### config.mk
export PLATFORM = sky130hd
export DESIGN_NAME = hlc_setup
export DESIGN_NICKNAME = d
export VERILOG_FILES = /design/src/rtl/hlc_pkg.sv /design/src/rtl/hlc_setup.sv
export SDC_FILE = /design/constraint.sdc
export NUM_CORES = 2
export LEC_CHECK = 0
export BUFFER_PORTS_ARGS = -buffer_cell sky130_fd_sc_hd__buf_2
export CAP_MARGIN = 30
export CORE_AREA = 2 2 465 467
export CTS_CLUSTER_DIAMETER = 200
export DETAILED_ROUTE_END_ITERATION = 6
export DIE_AREA = 0 0 467 469
export GPL_ROUTABILITY_DRIVEN = 0
export SYNTH_ARGS = -nofsm -noshare
export SYNTH_HDL_FRONTEND = slang
export SYNTH_SLANG_ARGS = --single-unit
### constraint.sdc
create_clock -name clk -period 16.9 [get_ports clk]
set_clock_uncertainty 0.05 [all_clocks]
set_input_delay 0 -clock clk [delete_from_list [all_inputs] [get_ports clk]]
set_output_delay 0 -clock clk [all_outputs]
set_load 0.1 [all_outputs]
### src/rtl/hlc_pkg.sv
// package for the homogeneous line clipper: types, constants and plane helpers
package hlc_pkg;

  localparam int NUM_PLANES    = 6;
  localparam int NUM_COMP      = 5;
  localparam int DIV_STEPS     = 32;
  localparam int DIV_PER_STAGE = 2;
  localparam int DIV_STAGES    = DIV_STEPS / DIV_PER_STAGE;

  localparam logic [2:0] COMP_X     = 3'd0;
  localparam logic [2:0] COMP_Y     = 3'd1;
  localparam logic [2:0] COMP_Z     = 3'd2;
  localparam logic [2:0] COMP_W     = 3'd3;
  localparam logic [2:0] COMP_LEVEL = 3'd4;

  localparam logic [2:0] PLANE_LEFT   = 3'd0;
  localparam logic [2:0] PLANE_RIGHT  = 3'd1;
  localparam logic [2:0] PLANE_BOTTOM = 3'd2;
  localparam logic [2:0] PLANE_TOP    = 3'd3;
  localparam logic [2:0] PLANE_FAR    = 3'd4;

  typedef struct packed {
    logic signed [31:0] x;
    logic signed [31:0] y;
    logic signed [31:0] z;
    logic signed [31:0] w;
    logic [15:0]        level;
  } vtx_t;

  typedef struct packed {
    vtx_t       a;
    vtx_t       b;
    logic [5:0] ca;
    logic [5:0] cb;
  } seg_t;

  typedef struct packed {
    logic [33:0] rem;
    logic [31:0] quo;
    logic [33:0] sum;
    logic        lsb;
  } lane_t;

  typedef struct packed {
    logic        q;
    logic [33:0] rem;
  } step_t;

  typedef struct packed {
    logic visible;
    vtx_t a;
    vtx_t b;
  } res_t;

  function automatic logic signed [33:0] plane_dist(input logic [2:0] p, input vtx_t v);
    logic signed [33:0] x;
    logic signed [33:0] y;
    logic signed [33:0] z;
    logic signed [33:0] w;
    x = 34'(v.x);
    y = 34'(v.y);
    z = 34'(v.z);
    w = 34'(v.w);
    case (p)
      PLANE_LEFT:   return x + w;
      PLANE_RIGHT:  return w - x;
      PLANE_BOTTOM: return y + w;
      PLANE_TOP:    return w - y;
      PLANE_FAR:    return w - z;
      default:      return z;
    endcase
  endfunction

  function automatic logic [5:0] outcode(input vtx_t v);
    logic [5:0] code;
    logic signed [33:0] d;
    code = '0;
    for (int i = 0; i < NUM_PLANES; i++) begin
      d = plane_dist(3'(i), v);
      code[i] = d[33];
    end
    return code;
  endfunction

  function automatic logic signed [32:0] vtx_comp(input vtx_t v, input logic [2:0] c);
    case (c)
      COMP_X:  return 33'(v.x);
      COMP_Y:  return 33'(v.y);
      COMP_Z:  return 33'(v.z);
      COMP_W:  return 33'(v.w);
      default: return $signed({17'b0, v.level});
    endcase
  endfunction

  // one restoring division step
  function automatic step_t div_step(input logic [33:0] rem, input logic [33:0] sum,
                                     input logic b);
    step_t s;
    logic [34:0] t;
    logic [34:0] d;
    t = {rem, b};
    d = t - {1'b0, sum};
    if (t >= {1'b0, sum}) begin
      s.q   = 1'b1;
      s.rem = d[33:0];
    end else begin
      s.q   = 1'b0;
      s.rem = t[33:0];
    end
    return s;
  endfunction

endpackage

### src/rtl/hlc_setup.sv
// outcodes, plane distance magnitudes and divider operands for each plane
module hlc_setup (
  input  logic                  clk,
  input  logic                  rst,
  input  logic                  en,
  input  logic                  in_valid,
  input  hlc_pkg::vtx_t         in_a,
  input  hlc_pkg::vtx_t         in_b,
  output logic                  out_valid,
  output hlc_pkg::seg_t         out_seg,
  output hlc_pkg::lane_t [5:0]  out_lane
);

  hlc_pkg::lane_t [5:0] lane_next;
  logic signed [33:0]   da;
  logic signed [33:0]   db;
  logic [33:0]          ma;
  logic [33:0]          mb;

  always_comb begin
    lane_next = '0;
    for (int i = 0; i < hlc_pkg::NUM_PLANES; i++) begin
      da = hlc_pkg::plane_dist(3'(i), in_a);
      db = hlc_pkg::plane_dist(3'(i), in_b);
      ma = da[33] ? 34'(-da) : 34'(da);
      mb = db[33] ? 34'(-db) : 34'(db);
      lane_next[i].rem = {2'b0, ma[32:1]};
      lane_next[i].quo = '0;
      lane_next[i].sum = ma + mb;
      lane_next[i].lsb = ma[0];
    end
  end

  always_ff @(posedge clk) begin
    if (rst) begin
      out_valid <= 1'b0;
    end else if (en) begin
      out_valid <= in_valid;
    end
  end

  always_ff @(posedge clk) begin
    if (en) begin
      out_seg.a  <= in_a;
      out_seg.b  <= in_b;
      out_seg.ca <= hlc_pkg::outcode(in_a);
      out_seg.cb <= hlc_pkg::outcode(in_b);
      out_lane   <= lane_next;
    end
  end

endmodule

-- Word level (Yosys, flattened, before mapping)
Cells that the tools add are included.
- register bits after elaboration: 703
- bits of input ports: 292
- output and inout port bits: 907
- word-level logic and storage cells: 71
- add/subtract/negate cells: 28
- multiplexer cells: 12
- operators by type and width (cell ; number):
    two-way mux 34 bit ; 12
    negator 34 bit ; 10
    adder 34 bit ; 6
    subtractor 32 x 32 -> 33 bit ; 6
    adder 32 x 32 -> 33 bit ; 4
    negator 32 -> 34 bit ; 2

-- Logic depth before layout (Yosys ltp)
- depth after elaboration: 4
- gate-level depth with buffers: 37
- mapped depth without buffers: 35

-- Worst setup path after synthesis
No wires, ideal clock.
- kind: input to register
- start: input in_b[17] in the netlist's numbering
- end: register out_lane[34] in the netlist's numbering, data pin
- library setup time: 0.261 ns
- arrival: 6.396 ns
- data required time: 16.589 ns
- slack: 10.194 ns
- cell stages on the path: 29
- path buffers: 1
- cells stage by stage: inv_1 > fa_1 > o21ba_2 > o211ai_1 > a21oi_1 > o311a_1 > o211ai_2 > and3_1 > a311oi_1 > or3_1 > o41ai_4 > clkbuf_1 > nor2_1 > a21oi_1 > ha_1 > a21o_1 > a21oi_1 > o21bai_1 > a21oi_1 > nor2b_1 > o21ai_0 > a31oi_1 > o21a_1 > a221o_1 > a31o_2 > o211ai_1 > a31oi_1 > o31a_1 > a221o_1
- RTL lines (item ; line ; RTL):
    start, declared ; hlc_setup.sv:8 ; input hlc_pkg::vtx_t in_b,
    end signal, assigned ; hlc_setup.sv:48 ; out_lane <= lane_next;
    end, declared ; hlc_setup.sv:11 ; output hlc_pkg::lane_t [5:0] out_lane

==> results.toml <==
[clock_network]
cts_buffer_depth = 3
post_cts_buffers = 0
clk_latency_ps = 740
numCtsBuffers = 87
cts.htree.levels = 3
clk_pin_slew_ps = 60
cts-resized-gates = 0
hold_buffers = 394
cts.sinks = 696
cts_tree = "done"
root_buffer = "clkbuf_16"

[logic_synthesis]
syn_avg_cell_area_um2 = 9.44
yosysTopAreaCellShare_pct = 36.7
yosysTopAreaCell = "edfxtp_1"
synth-main-ff-cell = "edfxtp_1"
async_flop_share_pct = 0
synth_cells = 6019
seq_area_frac_synth_pct = 36.8
yosys_warnings = 0
synth-seq-cells = 696
synthesis.area_um2 = 56800
ys_types = 108
synth_area_leaders = "edfxtp_1, ha_1, xnor2_1"
synth_enable_flop_cells = 695

[pwr]
p_leak_nw = 29.9
vdd_drop_max_uv = 173
total_power_mw = 12.2
power.density_nw_per_um2 = 171

[grt]
grt_usage_pct = 23.6
first_global_vias = 48900
grt_pass1_wl_mm = 365
overflow = 0
antenna_found_initial = 63
grt_start_max_net_pins = 92

[drt]
wl_per_cell_um = 26.3
drtAntennaViolNets = 0
drtIter0Drc = 4992
num_vias = 53000
drc = 1
dr.pass1.iters = 7
wl_mm = 272
vias_per_cell = 5.14

[worst_setup_path]
cpMostUsedCell = "a21oi_1"
worstPathMaxFanout = 29
end_kind = "flop"
crit_slowest_cell = "fa_1"
criticalPathCategory = "in -> reg"
arrival_ps = 9190
max_stage_delay_ps = 610
start_kind = "input port"
required_ps = 17320

[die]
initial_core_util_pct = 26.6
core_um2 = 214000
die-area_um2 = 219000
rows = 170
fp.dieH_um = 469
die_x_um = 467
io_pins = 1199

[timing]
fin_crit_ps = 8770
final-max-slew-violation-count = 0
hold_violations = 0
tns_ps = 0
fin_ws_ps = 8130
holdWs_ps = 33.9
finalCritPeriodShare_pct = 51.9
tightest_slew_ps = 1030
fmax_mhz = 114
slew_headroom_pct = 30.0
setup_viol = 0
rsz0062_at_grt = "no"

[layout]
final_area_um2 = 71300
final_common_cell = "buf_2"
stdcell_count = 10300
area_growth_pct = 25.5
fin_nets = 8218
drive_gt1_share_pct = 17.3
fin_util_pct = 33.4
final_cell_mix = "buf_2, edfxtp_1, xnor2_1"

[placement]
place_area_um2 = 64200
dpl.hpwl_mm = 220
preCtsSetupSlack_ps = 8140
dp_cells = 9738
io_buffer_count = 994

[hold_path]
min_path_type = "in -> reg"

[status]
violations = "design-rule violations"
status = "complete, but fails checks"

[flow_run]
drv_cap = 0
[report_power, final]
group | internal [mW] | switching [mW] | total (mW) | leakage [nW]
Clock | 1.13 | 0.845 | 1.98 | 1.43
Sequential | 2.53 | 0.169 | 2.69 | 6.81
Combinational | 1.78 | 5.73 | 7.51 | 21.7
[synth_stat cells (15+ instances only)]
| master | n |
|---|---|
| edfxtp_1 | 695 |
| nand2_1 | 332 |
| buf_4 | 216 |
| o21ai_0 | 330 |
| xnor2_1 | 577 |
| nor3b_1 | 18 |
| nor2b_1 | 71 |
| or2_2 | 43 |
| a21boi_0 | 20 |
| nand4_1 | 33 |
| o21a_1 | 63 |
| a21oi_1 | 467 |
| o21bai_1 | 85 |
| o211ai_1 | 39 |
| a41oi_1 | 21 |
| nor2_1 | 458 |
| a31oi_1 | 71 |
| ha_1 | 524 |
| or4_1 | 20 |
| a21o_1 | 129 |
| xor2_1 | 179 |
| inv_1 | 457 |
| fa_1 | 16 |
| a2111oi_0 | 20 |
| nor3_1 | 131 |
| a211oi_1 | 46 |
| and3_1 | 55 |
| buf_2 | 18 |
| nor4_1 | 48 |
| clkbuf_1 | 127 |
| or3_1 | 54 |
| o2111ai_1 | 21 |
| o31ai_1 | 77 |
| and2_1 | 29 |
| o31a_1 | 18 |
| mux2i_1 | 15 |
| nand3_1 | 123 |
| o41ai_1 | 18 |
| nand2b_1 | 80 |
[layer usage]
| layer | wire (µm) | GRT usage [%] |
|---|---|---|
| met1 | 104000 | 27.8 |
| met2 | 125000 | 38.9 |
| met3 | 23600 | 5.74 |
| met4 | 18700 | 14.1 |
| met5 | 220 | 0 |
[registers in the layout, summed over array words and instances, names as in the netlist]
register	count
out_lane	397
out_valid	1
out_seg	298
[worst paths after layout]
| check | from | end | slack (ps) | depth (start not counted) |
|---|---|---|---|---|
| setup / recovery | in_b[17] | out_lane[437]$_DFFE_PP_ | 8130 | 36 |
| hold / removal | in_b[143] | out_seg[155]$_DFFE_PP_ | 30 | 2 |
| setup reg to reg | out_valid$_SDFFE_PP0P_ | out_valid$_SDFFE_PP0P_ | 15690 | 3 |
| hold reg to reg | out_valid$_SDFFE_PP0P_ | out_valid$_SDFFE_PP0P_ | 1010 | 3 |
[cell type report]
type,count,area (µm²)
sequential,696,20900
inverter,466,1750
clock buffer,106,2310
fill,21700,142000
multi-input combinational,4692,32700
tap,2838,3550
antenna,29,72.6
clock inverter,56,636
timing repair buffer,1443,9400
[cells by family after synthesis]
kind of cell / count (synthesis) / share of synthesized area (%)
AOI/OAI and AO/OA: 1607 / 18.4
and+or+nand+nor: 1557 / 13.5
buffers and inverters: 837 / 7.03
xor gates and xnor gates: 758 / 11.7
DFF: 696 / 36.8
adders and majority gates: 546 / 12.2
muxes: 17 / 0.304
other: 1 / 0.00660
[critical path: cells and delay by family]
| family | cells | cell delay, ps |
|---|---|---|
| fa+ha+maj | 2 | 1090 |
| buf+inv | 4 | 2030 |
| compound gates | 26 | 5520 |
| simple gates | 4 | 530 |
(Power assumes the default switching activity.)
